--- src/rtl/core/urx_pkg.sv ---
// ----------------------------------------------------------------------------
// urx_pkg
// Shared types, reset values and helpers for the 8N1 receiver with byte fifo.
// ----------------------------------------------------------------------------
package urx_pkg;

  localparam int unsigned FifoDepthDef = 32;

  localparam logic [7:0] BitTicksRst     = 8'd16;
  localparam logic [7:0] FirstTicksRst   = 8'd24;
  localparam logic [9:0] SilenceTicksRst = 10'd176;

  typedef enum logic [1:0] {
    PH_SILENCE,
    PH_SYNC,
    PH_DATA,
    PH_STOP
  } rx_phase_e;

  typedef enum logic [1:0] {
    OP_TICK,
    OP_READ,
    OP_CLEAR
  } opcode_e;

  typedef enum logic [1:0] {
    CFG_BIT_TICKS,
    CFG_FIRST_TICKS,
    CFG_SILENCE_TICKS
  } cfg_idx_e;

  // a programmed zero behaves as one
  function automatic logic [9:0] at_least_one(input logic [9:0] v);
    at_least_one = (v == 10'd0) ? 10'd1 : v;
  endfunction

endpackage

--- src/rtl/core/uart_rx_8n1_resync_fifo.sv ---
// ----------------------------------------------------------------------------
// uart_rx_8n1_resync_fifo
// Tick-driven 8N1 receiver with silence resync and a byte fifo.
// ----------------------------------------------------------------------------
// Each request is a timer tick with a line sample, a fifo read or a fifo
// clear, and yields exactly one result. One request is taken every cycle;
// unless a stalled result holds the pipeline; a request waits in the input
// register, then the receiver state, fifo pointers and the fifo read port
// update as it moves into the result register, which holds the result. The
// fifo head is read from the fifo memory through a registered read port as
// each request moves on, which is why the result stage sits after the
// update. While a result waits in the result register the input register
// takes one more request and then holds the input off until the result
// leaves. After reset the receiver hunts for silence_ticks quiet ticks before
// it accepts a start bit, and does so again after every framing error.
module uart_rx_8n1_resync_fifo
  import urx_pkg::*;
#(
  parameter int unsigned FIFO_DEPTH = FifoDepthDef,
  localparam int unsigned FillW     = $clog2(FIFO_DEPTH + 1)
) (
  input  logic             clk_i,
  input  logic             rst_ni,
  input  logic             in_valid_i,
  output logic             in_ready_o,
  input  logic [1:0]       opcode_i,
  input  logic             line_level_i,
  output logic             out_valid_o,
  input  logic             out_ready_i,
  output logic [7:0]       read_data_o,
  output logic             read_valid_o,
  output logic [7:0]       head_data_o,
  output logic [FillW-1:0] fill_count_o,
  output logic             byte_stored_o,
  output logic             frame_error_o,
  output logic             overflow_drop_o,
  input  logic             cfg_valid_i,
  output logic             cfg_ready_o,
  input  logic [1:0]       cfg_index_i,
  input  logic [9:0]       cfg_data_i
);

  localparam int unsigned PtrW = $clog2(FIFO_DEPTH);

  // configuration
  logic [7:0] bit_ticks_q, first_ticks_q;
  logic [9:0] silence_ticks_q;

  assign cfg_ready_o = 1'b1;

  always_ff @(posedge clk_i or negedge rst_ni) begin
    if (!rst_ni) begin
      bit_ticks_q     <= BitTicksRst;
      first_ticks_q   <= FirstTicksRst;
      silence_ticks_q <= SilenceTicksRst;
    end else if (cfg_valid_i) begin
      case (cfg_index_i)
        CFG_BIT_TICKS:     bit_ticks_q     <= cfg_data_i[7:0];
        CFG_FIRST_TICKS:   first_ticks_q   <= cfg_data_i[7:0];
        CFG_SILENCE_TICKS: silence_ticks_q <= cfg_data_i;
        default: ;
      endcase
    end
  end

  // pipeline control
  logic a_valid_q, b_valid_q;
  logic adv;
  logic [1:0] op_q;
  logic line_q;

  assign adv        = a_valid_q && (!b_valid_q || out_ready_i);
  assign in_ready_o = !a_valid_q || adv;

  always_ff @(posedge clk_i or negedge rst_ni) begin
    if (!rst_ni) begin
      a_valid_q <= 1'b0;
      b_valid_q <= 1'b0;
    end else begin
      if (in_ready_o) begin
        a_valid_q <= in_valid_i;
      end
      if (adv) begin
        b_valid_q <= 1'b1;
      end else if (out_ready_i) begin
        b_valid_q <= 1'b0;
      end
    end
  end

  always_ff @(posedge clk_i) begin
    if (in_valid_i && in_ready_o) begin
      op_q   <= opcode_i;
      line_q <= line_level_i;
    end
  end

  // receiver and fifo state
  rx_phase_e        phase_q, phase_d;
  logic [9:0]       cnt_q, cnt_d, cnt_dec;
  logic [2:0]       bit_idx_q, bit_idx_d;
  logic [7:0]       shift_q, shift_d;
  logic             last_line_q, last_line_d;
  logic             drop_q, drop_d;
  logic [PtrW-1:0]  wptr_q, wptr_d, rptr_q, rptr_d;
  logic [FillW-1:0] fill_q, fill_d;
  logic             fall_edge, dec_zero, fifo_full;
  logic             push, pop;
  logic             stored_d, ferr_d, ovf_d, rd_valid_d;
  logic [7:0]       rd_data_d;

  logic [7:0]       mem [FIFO_DEPTH];
  logic [7:0]       mem_rdata_q;

  assign fall_edge = last_line_q && !line_q;
  assign cnt_dec   = (cnt_q != 10'd0) ? cnt_q - 10'd1 : 10'd0;
  assign dec_zero  = (cnt_dec == 10'd0);
  assign fifo_full = (fill_q == FillW'(FIFO_DEPTH));

  // next phase
  always_comb begin
    phase_d = phase_q;
    if (op_q == OP_TICK) begin
      case (phase_q)
        PH_SILENCE: if (!fall_edge && dec_zero) phase_d = PH_SYNC;
        PH_SYNC:    if (fall_edge) phase_d = PH_DATA;
        PH_DATA:    if (dec_zero && bit_idx_q == 3'd7) phase_d = PH_STOP;
        PH_STOP: begin
          if (dec_zero) begin
            phase_d = line_q ? PH_SYNC : PH_SILENCE;
          end
        end
        default: phase_d = PH_SILENCE;
      endcase
    end
  end

  // datapath and result flags
  always_comb begin
    cnt_d       = cnt_q;
    bit_idx_d   = bit_idx_q;
    shift_d     = shift_q;
    last_line_d = last_line_q;
    drop_d      = drop_q;
    wptr_d      = wptr_q;
    rptr_d      = rptr_q;
    fill_d      = fill_q;
    push        = 1'b0;
    pop         = 1'b0;
    stored_d    = 1'b0;
    ferr_d      = 1'b0;
    ovf_d       = 1'b0;
    rd_valid_d  = 1'b0;
    rd_data_d   = 8'd0;
    case (op_q)
      OP_TICK: begin
        last_line_d = line_q;
        case (phase_q)
          PH_SILENCE: begin
            cnt_d = fall_edge ? at_least_one(silence_ticks_q) : cnt_dec;
          end
          PH_SYNC: begin
            if (fall_edge) begin
              shift_d   = 8'd0;
              bit_idx_d = 3'd0;
              cnt_d     = at_least_one({2'b00, first_ticks_q});
            end
          end
          PH_DATA: begin
            cnt_d = cnt_dec;
            if (dec_zero) begin
              shift_d = {line_q, shift_q[7:1]};
              cnt_d   = at_least_one({2'b00, bit_ticks_q});
              if (bit_idx_q != 3'd7) begin
                bit_idx_d = bit_idx_q + 3'd1;
              end
            end
          end
          PH_STOP: begin
            cnt_d = cnt_dec;
            if (dec_zero) begin
              if (line_q) begin
                if (drop_q) begin
                  drop_d = 1'b0;
                end else if (!fifo_full) begin
                  push     = 1'b1;
                  stored_d = 1'b1;
                end else begin
                  ovf_d = 1'b1;
                end
              end else begin
                ferr_d = 1'b1;
                cnt_d  = at_least_one(silence_ticks_q);
              end
            end
          end
          default: ;
        endcase
      end
      OP_READ: begin
        if (fill_q != '0) begin
          pop        = 1'b1;
          rd_valid_d = 1'b1;
          rd_data_d  = mem_rdata_q;
        end
      end
      OP_CLEAR: begin
        wptr_d = '0;
        rptr_d = '0;
        fill_d = '0;
        drop_d = 1'b1;
      end
      default: ;
    endcase
    if (push) begin
      wptr_d = (wptr_q == PtrW'(FIFO_DEPTH - 1)) ? '0 : wptr_q + PtrW'(1);
      fill_d = fill_q + FillW'(1);
    end
    if (pop) begin
      rptr_d = (rptr_q == PtrW'(FIFO_DEPTH - 1)) ? '0 : rptr_q + PtrW'(1);
      fill_d = fill_q - FillW'(1);
    end
  end

  always_ff @(posedge clk_i or negedge rst_ni) begin
    if (!rst_ni) begin
      phase_q     <= PH_SILENCE;
      cnt_q       <= SilenceTicksRst;
      bit_idx_q   <= 3'd0;
      shift_q     <= 8'd0;
      last_line_q <= 1'b1;
      drop_q      <= 1'b0;
      wptr_q      <= '0;
      rptr_q      <= '0;
      fill_q      <= '0;
    end else if (adv) begin
      phase_q     <= phase_d;
      cnt_q       <= cnt_d;
      bit_idx_q   <= bit_idx_d;
      shift_q     <= shift_d;
      last_line_q <= last_line_d;
      drop_q      <= drop_d;
      wptr_q      <= wptr_d;
      rptr_q      <= rptr_d;
      fill_q      <= fill_d;
    end
  end

  // fifo memory, head read with write bypass
  always_ff @(posedge clk_i) begin
    if (adv && push) begin
      mem[wptr_q] <= shift_q;
    end
    if (adv) begin
      mem_rdata_q <= (push && wptr_q == rptr_d) ? shift_q : mem[rptr_d];
    end
  end

  // result register
  logic [7:0] rd_data_q;
  logic       rd_valid_q, stored_q, ferr_q, ovf_q;

  always_ff @(posedge clk_i) begin
    if (adv) begin
      rd_data_q  <= rd_data_d;
      rd_valid_q <= rd_valid_d;
      stored_q   <= stored_d;
      ferr_q     <= ferr_d;
      ovf_q      <= ovf_d;
    end
  end

  assign out_valid_o     = b_valid_q;
  assign read_data_o     = rd_data_q;
  assign read_valid_o    = rd_valid_q;
  assign head_data_o     = (fill_q != '0) ? mem_rdata_q : 8'd0;
  assign fill_count_o    = fill_q;
  assign byte_stored_o   = stored_q;
  assign frame_error_o   = ferr_q;
  assign overflow_drop_o = ovf_q;

endmodule

--- config.mk ---
export PLATFORM = sky130hd
export DESIGN_NAME = uart_rx_8n1_resync_fifo
export DESIGN_NICKNAME = d
export VERILOG_FILES = /design/src/rtl/core/urx_pkg.sv /design/src/rtl/core/uart_rx_8n1_resync_fifo.sv
export SDC_FILE = /design/constraint.sdc
export NUM_CORES = 1
export LEC_CHECK = 0
export BUFFER_PORTS_ARGS = -buffer_cell sky130_fd_sc_hd__buf_2
export CAP_MARGIN = 15
export CORE_ASPECT_RATIO = 1.25
export CORE_MARGIN = 2
export CORE_UTILIZATION = 45
export DETAILED_ROUTE_END_ITERATION = 10
export PLACE_DENSITY_LB_ADDON = 0.15
export SETUP_SLACK_MARGIN = 0.1
export SYNTH_ARGS = -nofsm -noshare
export SYNTH_HDL_FRONTEND = slang
export SYNTH_SLANG_ARGS = --single-unit
--- constraint.sdc ---
create_clock -name clk_i -period 3.41 [get_ports clk_i]
set_input_delay 0.682 -clock clk_i [delete_from_list [all_inputs] [get_ports clk_i]]
set_output_delay 0.682 -clock clk_i [all_outputs]
set_load 0.03 [all_outputs]
; Word level (Yosys, flattened, before mapping)
; Memory sizes are Yosys's and may differ from the RTL's. A register that Yosys moved wholly into a read port is not among the register bits.
; Cells that the tools add are included.
[totals]
wordCells = 143
input_bits = 20
mem_bits_rw = 256
output_inout_bits = 29
latchBits = 0
mem_count = 1
mem_bits_ro = 0
reg_bits = 84
[classes]
add_sub_neg = 6
eq_ne = 21
div_mod_pow = 0
mul = 0
n_mux = 51
n_shift = 0
reduce_logical = 39
magnitude_cmp = 0
bitwise = 4
[mem_list]
columns = name, depth, word_bits, rd, rd_clocked_by_memory_dff, write_ports, line
row1 = mem, 32, 8, 1, 1, 1, uart_rx_8n1_resync_fifo.sv:112  ; logic [7:0] mem [FIFO_DEPTH];
[op_table]
columns = op, count
row1 = two-way mux 10 bit, 7
row2 = two-way mux 8 bit, 5
row3 = one-hot mux 10 bit (4 select lines), 1
row4 = two-way mux 5 bit, 6
row5 = logical NOT 10 bit, 2
row6 = two-way mux 1 bit, 18
row7 = two-way mux 6 bit, 3
row8 = logical NOT 8 bit, 2
row9 = "!= test 2 bit, second input constant", 8
row10 = one-hot mux 8 bit (2 select lines), 1
row11 = AND reduction 2 bit, 6
row12 = AND reduction 6 bit, 2
row13 = "adder 5 x 1 -> 5 bit, second input constant", 2
row14 = "== test 5 bit, second input constant", 2
row15 = AND reduction 5 bit, 2
row16 = nonzero test 10 bit, 1
row17 = "subtractor 10 x 1 -> 10 bit, second input constant", 1
row18 = two-way mux 3 bit, 3
row19 = "== test 2 bit, second input constant", 4
row20 = two-way mux 2 bit, 4
row21 = one-hot mux 2 bit (4 select lines), 1
row22 = nonzero test 2 bit, 4
row23 = "adder 6 x 1 -> 6 bit, second input constant", 1
row24 = "== test 2 x 1 -> 1 bit, second input constant", 3
row25 = other kinds (17), 32

; Longest topological paths before layout
; Gate-level depths: netlist of run 1.
[depth]
word_depth = 10
mapped_depth = 14
depth_no_buf = 12

; Least setup slack after synthesis of run 1
; OpenSTA, ideal clock, no wires.
[synth_timing]
kind = reg2reg
start = reg fill_q[0] (netlist: fill_count_o[0])
end = reg mem_rdata_q[6], read port of mem (data pin)
n_path_buf = 2
synth_period_minus_slack_ns = 3.068
t_required_ns = 3.150
arrival_ns = 2.808
setup_slack_ns = 0.342
setup_time_ns = 0.260
path_stages_with_launch = 14
cell_sequence = dfrtp_1 inv_1 ha_1 nor4b_4 a2111o_1 and3_1 buf_2 buf_2 nand2_1 nand3_1 a32o_1 nor3_1 mux2i_1 mux2_2
[synth_between]
elab_chain_len = 4
[synth_rtl]
columns = item, line
row1 = start: declaration, uart_rx_8n1_resync_fifo.sv:106  ; logic [FillW-1:0] fill_q, fill_d;
row2 = start signal: assignment, uart_rx_8n1_resync_fifo.sv:245  ; fill_q <= fill_d;
row3 = nonzero test 6 bit, uart_rx_8n1_resync_fifo.sv:201  ; if (fill_q != '0) begin
row4 = two-way mux 1 bit, uart_rx_8n1_resync_fifo.sv:201
row5 = two-way mux 1 bit, uart_rx_8n1_resync_fifo.sv:155  ; case (op_q)
row6 = two-way mux 5 bit, uart_rx_8n1_resync_fifo.sv:219  ; if (pop) begin
row7 = end: declaration, uart_rx_8n1_resync_fifo.sv:113  ; logic [7:0] mem_rdata_q;
; Every way passes these cells.
; A chain may end at the register's enable or synchronous reset.

; Worst setup path after layout of run 1
[layout_timing]
start = reg rptr_q[0]
end = reg mem_rdata_q[6], read port of mem (data pin)
[layout_between]
elab_chain_len = 3
word_cells_on_any_way = 5
cone_classes = add/sub (1) / eq/ne (1) / mux (3)
[layout_rtl]
columns = item, line
row1 = start: declaration, uart_rx_8n1_resync_fifo.sv:105  ; logic [PtrW-1:0] wptr_q, wptr_d, rptr_q, rptr_d;
row2 = start signal: assignment, uart_rx_8n1_resync_fifo.sv:244  ; rptr_q <= rptr_d;
row3 = adder 5 x 1 -> 5 bit or == test 5 bit (tied branches), uart_rx_8n1_resync_fifo.sv:220  ; rptr_d = (rptr_q == PtrW'(FIFO_DEPTH - 1)) ? '0 : rptr_q + PtrW'(1);
row4 = two-way mux 5 bit, uart_rx_8n1_resync_fifo.sv:220
row5 = two-way mux 5 bit *, uart_rx_8n1_resync_fifo.sv:219
; Mark *: on every way between the ends. The rest lies on a longest branch, timed or not.

==> metrics.txt, run 1 <==
status=finished clean; effective utilization at floorplan=0.4580; fmax=0.3149 GHz; Post-Synth Simple-Gate Area=0.1761; Syn Inst Count=1288; # rows=75; slowest stage delay, CP=0.38 ns; cells on worst reg2reg path=13; leakage=6.906 nW; Post-synth EDFFs=279; largest family of logic cells by synthesized area=simple AND/OR/NAND/NOR gates; Vias/cell=5.731; flops & latches, synth=348; # setup viols final=0; Ports=49; post-synthesis compound-gate area fraction=0.08904; WS Path Type=reg -> reg; cell taking the most area after synthesis=edfxtp_1; most frequent cell after synthesis=edfxtp_1; Bufs on Longest Clock Path=3; Worst-Skew Late Latency=0.55 ns; RSZ-0062 raised after global routing=true; area grow syn2layout=19.23%; design area=18350 sq um; clock skew=0.02896 ns; Rel. slew slack=0.2064; # clock sinks=348; adder-cell share of the synthesized area=0.01545; Synth cell types=70; die area=35700 sq um; CTS clk-pin slew, worst paths=0.06 ns; antenna cells=0; Placed Cells=1783; DRT met1 WL=16810 um; Reg-to-Reg Start=rptr_q[0]; DP HPWL=26830 um; XOR/XNOR Fraction of Synth Area=0.005692; Inserted Clock Buffers=37; maximum fanout along the worst path=10; critical-path cell list=ha_2 > and3_1 > ha_2 > buf_4 > nor3_2 > nand4_1 > o211a_1 > buf_4 > xnor2_1 > nor3_2 > nand4_4 > buf_6 > mux2_2; share of layout cells above drive strength 1=0.2214; WP data arrival=3.48 ns; initial antenna violation count=0; actual slew at the worst max-slew pin=1.190 ns; slowest CP cell=dfrtp_1; final net count=1463; Post-synth ARST share=0.1983; Fin Setup TNS=0 ns; top cell type's share of synthesized area=0.5445; Power Density=689.5 nW/um^2; vias in the first global route=10660; type of the worst min-delay path=in -> async; WP buf/inv=3; post-synthesis mux area share=0.03049; Die Ht=210.7 um; delay-heaviest family, CP=simple AND/OR/NAND/NOR gates; area of the core=33590 sq um; routed wire length=42030 um; Initial DRC Count=1073; DR DRC count=0; commonest register cell after synthesis=edfxtp_1; first-pass GRT wire length=62490 um; Syn Nets=1327; GRT Total Usage=0.2324; Post-DP Area=16630 sq um; gp weighted congestion=0.8905; Setup crit end kind=flop; final period utilization=0.9314; drt pass-1 iters=5; dpl ws=-0.2154 ns; Data required, critical path=3.72 ns; final non-filler cell total=1873; setup ws final=0.2339 ns; Top Metal Used=met4; Mean Syn Cell Area=11.95 sq um; Synth Cell Area=15390 sq um; average wire per standard cell=22.44 um; H-tree Lvls=2; final global-route overflow total=0; post-route ant nets=0; Max Slew Vio Count=0; met2 WL=21370 um; VDD IR max=0.3456 mV; Worst setup SP type=flop; post-layout min period=3.176 ns; CTS tree=yes; Port Buffers=47; wire length on met3=1713 um; post-synthesis sequential area ratio=0.6575; RR Endpoint=mem_rdata_q[6]; MaxCap Viol Count=0; YS warnings=0; Final Hold Viols=0; r2r setup slk=0.23 ns; via count=10730; clk root buf=clkbuf_16; largest net degree at the start of global routing=70; die width=169.4 um; Area contributors post-synth=edfxtp_1 54%, dfrtp_1 9.6%, nand2_1 6.2%; Post-synth top cells=279 x edfxtp_1, 256 x nand2_1, 121 x nand3_1
[metrics by stage]
| stage | hold slack, ns | util | total power [mW] |
|---|---|---|---|
| CTS | 0.3024 | 0.5325 | 12.38 |
| detailed placement | 0.4796 | 0.4952 | 8.403 |
| finish | 0.2476 | 0.5461 | 12.65 |
| floorplan | 0.3864 | - | 7.250 |
| global route | 0.3082 | 0.5461 | 13.22 |
| global placement | 0.4883 | 0.4952 | 8.397 |
[logic make-up after synthesis]
family                   after synthesis
multiplexers                          43
flip-flops                           348
buffers and inverters                 89
adder cells (fa/ha/maj)               19
AND/OR/NAND/NOR                      584
AO/OA/AOI/OAI                        194
XOR/XNOR                              10
other                                  1
[flip-flops by register name, indices dropped and copies added, names as in the netlist]
name and flops:
cnt_q 10, byte_stored_o 1, shift_q 8, read_data_o 8, line_q 1, mem 256
out_valid_o 1, frame_error_o 1, silence_ticks_q 10, drop_q 1, bit_ticks_q 8, rptr_q 5
last_line_q 1, a_valid_q 1, fill_count_o 6, op_q 2, read_valid_o 1, phase_q 2
first_ticks_q 8, wptr_q 5, overflow_drop_o 1, mem_rdata_q 8, bit_idx_q 3
[layer usage]
layer / up-vias / global-route usage
met5: - / 0
met4: 0 / 0.1267
met3: 93 / 0.03466
met2: 292 / 0.3947
met1: 5319 / 0.2859
li1: 5030 / -
[where the power goes]
part	internal (mW)	switching, mW
Clock	2.27	1.65
Combinational	1.44	2.21
Sequential	4.82	0.270
Total	8.52	4.13
[worst reg2reg max path: cells and delay by family (launching register included)]
kind	cells	cell delay (ns)
AO/OA/AOI/OAI	1	0.29
XOR/XNOR	1	0.16
adder cells (fa/ha/maj)	2	0.41
buffers and inverters	3	0.52
flip-flops	1	0.38
multiplexers	1	0.26
AND/OR/NAND/NOR	5	0.93
[layout by cell type, fill, tap and decap left out, types with 9 or more instances in the layout]
cell       instances
a22o_1            10
mux2i_1           11
mux2_2            31
dfstp_2           10
clkbuf_1          11
inv_1             17
ha_1              17
nand3_1          117
nand2b_1           9
a21oi_1           34
clkbuf_16         39
buf_2             47
o21ai_0           20
and3_1            38
and2_1            12
a311oi_1          10
buf_4            101
a21o_1             9
nor2_1            83
nand2_1          252
a31oi_1           37
nor2b_1           15
edfxtp_1         279
nor3_1             9
dfrtp_1           59
[worst max path at each step]
stage	start	end	slack, ns	cells after the start
final	rptr_q[0]	mem_rdata_q[6]	0.23	13
after detailed placement	rptr_q[0]	mem_rdata_q[4]	-0.22	13
after CTS	fill_count_o[1]	mem_rdata_q[5]	0.06	13
after floorplan	fill_count_o[0]	mem_rdata_q[6]	0.34	13
after global placement	rptr_q[0]	mem_rdata_q[4]	-0.18	13
after global routing	fill_count_o[1]	mem_rdata_q[3]	0.07	14
[final cells by class]
type	instances	area, sq um
repair buffers	165	1303
flip-flops and latches	348	10120
fillers	2941	15250
inverters	19	71.32
multi-input cells	853	5160
clock inverters	16	185.2
clock buffers	49	980.9
well taps	423	529.3
[what timing repair did]
item                                    4_1_cts  5_1_grt
pin swaps                                     1       14
hold endpoints to repair                      0        0
setup buffers                                 1       17
gates resized for setup                      15       40
hold buffers                                  0        0
cloned                                        0        5
endpoints found under the setup margin        7      239
Power figures use the tool's default switching activity.
==> inputs of run 2 (changes only) <==
--- a/config.mk
+++ b/config.mk
@@ -9,6 +9,5 @@
 export CAP_MARGIN = 15
 export CORE_ASPECT_RATIO = 1.25
-export CORE_MARGIN = 2
-export CORE_UTILIZATION = 45
+export CORE_UTILIZATION = 50
 export DETAILED_ROUTE_END_ITERATION = 10
 export PLACE_DENSITY_LB_ADDON = 0.15
==> constraint.sdc (replaced) <==
create_clock -name clk_i -period 3.41 [get_ports clk_i]
set_input_delay 0.682 -clock clk_i [delete_from_list [all_inputs] [get_ports clk_i]]
set_output_delay 0.682 -clock clk_i [all_outputs]
set_load 0.02 [all_outputs]
==> run 2 against run 1 <==
Die area fell by 12%; clock power decreased by 7.4%; final cell count fell by 1.0%; register-to-register slack worse by 0.02 ns; flip-flop and latch count unchanged; critical path depth stayed put; wire length grew 1.9%; total power decreased by 2.6%; first-iteration DRC count shrank 4.8%.
==> metrics.txt, run 2 (synthesized netlist as in run 1, its figures left out) <==
largest net degree at the start of global routing=52; Vias/cell=5.946; Max Slew Vio Count=0; Inserted Clock Buffers=35; Placed Cells=1777; combinational fraction of design power=0.296; post-route ant nets=0; CTS clk-pin slew, worst paths=0.06 ns; final net count=1468; max FFs per register=256; register share of total power=0.410; vias in the first global route=10760; Largest regs=mem: 256 flops, cnt_q: 10 flops, silence_ticks_q: 10 flops; commonest cells after routing, fill and taps aside=279 x edfxtp_1, 253 x nand2_1, 119 x nand3_1; clock skew=0.01249 ns; Final Hold Viols=0; WP data arrival=3.47 ns; maximum fanout along the worst path=51; GRT Total Usage=0.2716; type of the worst min-delay path=in -> async; final non-filler cell total=1854; Initial DRC Count=1021; Reg-to-Reg Start=fill_count_o[0]; gp weighted congestion=1.024; Fin Setup TNS=0 ns; first-pass GRT wire length=63960 um; average wire per standard cell=23.10 um; number of hold buffers added after CTS=0; switching power=4.052 mW; drt pass-1 iters=7; Rel. slew slack=0.3919; Sw Share=0.3290; largest register by flop count=mem; Bufs on Longest Clock Path=3; effective utilization at floorplan=0.5094; Core Util, Final=0.5982; Worst-Skew Late Latency=0.52 ns; WS Path Type=reg -> reg; CTS tree=yes; final period utilization=0.9376; initial antenna violation count=0; design area=18070 sq um; status=finished clean; MaxCap Viol Count=0; leakage=6.862 nW; RSZ-0062 raised after global routing=true; # clock sinks=348; Data required, critical path=3.68 ns; Power Density=681.6 nW/um^2; final global-route overflow total=0; share of layout cells above drive strength 1=0.2154; die area=31480 sq um; via count=11020; commonest non-fill, non-tap cell in the layout=edfxtp_1; # setup viols final=0; Ports=49; Tot Pwr=12.32 mW; Post-DP Area=16710 sq um; # rows=71; internal cell power=8.264 mW; Setup crit end kind=flop; DR DRC count=0; Clock Power Share=0.295; origin of the worst setup path=fill_count_o[0]; H-tree Lvls=2; Port Buffers=47; Die Ht=198.1 um; fmax=0.3128 GHz; VDD IR max=0.5502 mV; post-layout min period=3.197 ns; area of the core=30200 sq um; DP HPWL=27420 um; die width=158.9 um; Worst setup SP type=flop; antenna cells=0; clk root buf=clkbuf_16; actual slew at the worst max-slew pin=0.9122 ns; area grow syn2layout=17.43%; routed wire length=42830 um
==> run 2: final cells by class <==
cell class | instances | area [sq um]
multi-input cells | 854 | 5034
clock buffers | 44 | 952.2
flip-flops and latches | 348 | 10120
clock inverters | 17 | 110.1
repair buffers | 171 | 1281
inverters | 19 | 71.32
well taps | 401 | 501.7
fillers | 2518 | 12140
==> run 2: stage by stage <==
stage / hold slack (ns) / worst slack, ns
after floorplan: 0.3864 / 0.3727
after global placement: 0.4727 / 0.1281
after detailed placement: 0.4960 / 0.03736
after CTS: 0.1362 / 0.1115
after global routing: 0.1477 / 0.06732
final: 0.1302 / 0.2129
==> run 2: critical path: stages, from the launching register on <==
cell	delay, ns
dfrtp_1	0.37
inv_1	0.07
ha_1	0.23
nor4b_4	0.14
buf_4	0.17
buf_4	0.15
a21o_4	0.26
a21oi_4	0.32
buf_12	0.30
a311oi_1	0.18
buf_4	0.18
nor3_1	0.17
mux2i_1	0.10
mux2_2	0.28
==> run 2: path summary, 6_finish.rpt <==
path                               endpoint  cells after the start  slack, ns
min in group clk_i                   line_q                      1       0.34
hold / removal              fill_count_o[1]                      1       0.13
setup / recovery             mem_rdata_q[6]                     13       0.21
max in group asynchronous  first_ticks_q[3]                      2       2.44
hold reg to reg                bit_idx_q[2]                      1       0.50
setup reg to reg             mem_rdata_q[6]                     13       0.21
==> run 2: power groups by stage <==
stage / registers (mW) / clock network (mW) / logic [mW]
after floorplan: 5.12 / 0 / 2.05
after global placement: 5.12 / 0 / 3.24
after detailed placement: 5.13 / 0 / 3.29
after CTS: 5.04 / 3.67 / 3.41
after global routing: 5.07 / 3.85 / 3.90
final: 5.05 / 3.63 / 3.64
==> run 2: repair_timing <==
action,4_1_cts,5_1_grt
pin swaps,5,4
cloned,2,2
endpoints found under the setup margin,8,264
resized for setup,7,27
setup buffers,6,5
==> run 2: per-layer routing <==
metal  global-route usage  part of all wire  vias up  wire (um)
li1                     -                 -     5033          -
met1               0.3187              0.37     5439      15880
met2               0.4963              0.52      439      22300
met3              0.03561             0.060      113       2560
met4               0.1236             0.049        0       2087
met5                    0                 0        -          0
==> inputs of run 3 (changes only) <==
- CTS_BUF_LIST: unset -> sky130_fd_sc_hd__clkbuf_4 sky130_fd_sc_hd__clkbuf_8
- REMOVE_ABC_BUFFERS: unset -> 1
==> run 3 against run 2 <==
Via count about the same; setup slack worse by 0.073 ns; final area up 1.9%; maximum frequency down 2.2%; wire length down 0.59%; first-iteration DRC count down 21%; combinational power up 5%; sequential share of layout area down 1.1 points; largest power group unchanged.
==> metrics.txt, run 3 (synthesized netlist as in run 1, its figures left out) <==
status=finished clean; setup ws final=0.1402 ns; Inserted Clock Buffers=53; initial antenna violation count=0; Largest regs=mem: 256 flops, cnt_q: 10 flops, silence_ticks_q: 10 flops; leakage=6.979 nW; Tot Pwr=12.54 mW; switching power=4.121 mW; effective utilization at floorplan=0.5094; maximum fanout along the worst path=13; RSZ-0062 raised after global routing=true; Port Buffers=47; Placed Cells=1763; area grow syn2layout=19.66%; actual slew at the worst max-slew pin=1.025 ns; Top Metal Used=met4; first-pass GRT wire length=63210 um; met2 WL=22140 um; largest register by flop count=mem; Final Hold Viols=0; via count=11030; Max Slew Vio Count=0; commonest non-fill, non-tap cell in the layout=edfxtp_1; Worst-Skew Late Latency=0.61 ns; largest net degree at the start of global routing=74; Setup crit end kind=flop; combinational fraction of design power=0.304; die area=31480 sq um; Worst setup SP type=flop; vias in the first global route=10860; post-route ant nets=0; fmax=0.3058 GHz; design area=18410 sq um; Power Density=680.8 nW/um^2; commonest cells after routing, fill and taps aside=279 x edfxtp_1, 255 x nand2_1, 116 x nand3_1; Ports=49; CTS tree=yes; WP data arrival=3.60 ns; Core Util, Final=0.6096; DRT met1 WL=15870 um; Rel. slew slack=0.3165; dpl ws=-0.2031 ns; drt pass-1 iters=5; Vias/cell=5.835; gp weighted congestion=0.8896; Data required, critical path=3.74 ns; antenna cells=0; final period utilization=0.9589; Sw Share=0.3288; VDD IR max=0.4067 mV; wire length on met3=2441 um; Initial DRC Count=807; internal cell power=8.414 mW; share of layout cells above drive strength 1=0.2423; WS Path Type=reg -> reg; type of the worst min-delay path=in -> async; average wire per standard cell=22.52 um; Bufs on Longest Clock Path=3; Clock Power Share=0.290; clk root buf=clkbuf_8; routed wire length=42580 um; H-tree Lvls=2; final non-filler cell total=1891; # setup viols final=0; final net count=1489; die width=158.9 um; GRT Total Usage=0.2669; register share of total power=0.406; Die Ht=198.1 um; # clock sinks=348; area of the core=30200 sq um; # rows=71; number of hold buffers added after CTS=0; final global-route overflow total=0; clock skew=0.02614 ns; max FFs per register=256; Post-DP Area=16620 sq um; DP HPWL=26680 um; DR DRC count=0; post-layout min period=3.270 ns; CTS clk-pin slew, worst paths=0.07 ns; r2r setup slk=0.14 ns; MaxCap Viol Count=0
[run 3: cell types whose count changed in the layout (fill, tap and decap cells not counted), moves of 7 or more]
cell       change
clkbuf_4      +13
clkbuf_16     -36
a311oi_1       -8
clkbuf_1       -7
a311oi_2       +7
clkbuf_8      +59
buf_4         -10
[run 3: worst paths after layout]
kind                                 start          endpoint  depth (start not counted)
min in group clk_i             opcode_i[1]           op_q[1]                          1
min reg2reg                      a_valid_q       out_valid_o                          1
min                                 rst_ni   fill_count_o[3]                          1
max reg2reg                fill_count_o[1]    mem_rdata_q[0]                         12
max in group asynchronous           rst_ni  first_ticks_q[3]                          2
max                        fill_count_o[1]    mem_rdata_q[0]                         12
[run 3: area by class of cell]
cell class	instances	area, sq um
fill	2450	11790
sequential	348	10120
multi-input combinational	854	5175
timing repair buffer	174	1430
clock buffer	72	909.6
tap	401	501.7
clock inverter	23	207.7
inverter	19	71.32
[run 3: power groups by stage]
stage / Sequential, mW / Clock (mW) / Combinational, mW
2_1_floorplan: 5.13 / 0 / 1.96
3_3_place_gp: 5.17 / 0 / 3.09
3_5_place_dp: 5.17 / 0 / 3.12
4_1_cts: 5.09 / 3.71 / 3.42
5_1_grt: 5.12 / 3.87 / 4.08
6_report: 5.09 / 3.64 / 3.81
[run 3: critical path, cell delays in order (launching register included)]
cell and delay (ns):
dfrtp_1 0.41, inv_2 0.09, ha_2 0.17, or4b_4 0.50
o221ai_2 0.34, a311oi_4 0.22, nor2_1 0.17, buf_4 0.22
nand3_1 0.13, nand3_2 0.17, a21oi_1 0.10, o31ai_2 0.34
a31oi_1 0.15
[run 3: what timing repair did]
action | 4_1_cts | 5_1_grt
resized for setup | 22 | 35
endpoints found under the hold margin | 0 | 0
cloned | 3 | 4
buffers inserted | 11 | 14
pin swaps | 7 | 17
endpoints found under the setup margin | 8 | 209
[run 3: layer usage]
metal | GRT usage | vias to the layer above
li1 | - | 5082
met1 | 0.3102 | 5441
met2 | 0.4755 | 402
met3 | 0.03959 | 109
met4 | 0.1478 | 0
met5 | 0 | -
[run 3: through the flow]
step	hold slack (ns)	setup TNS [ns]
after floorplan	0.3864	-18.57
final	0.1669	0
after CTS	0.1600	0
after global placement	0.4763	-0.1900
after global routing	0.2065	-0.02072
after detailed placement	0.4906	-0.7827
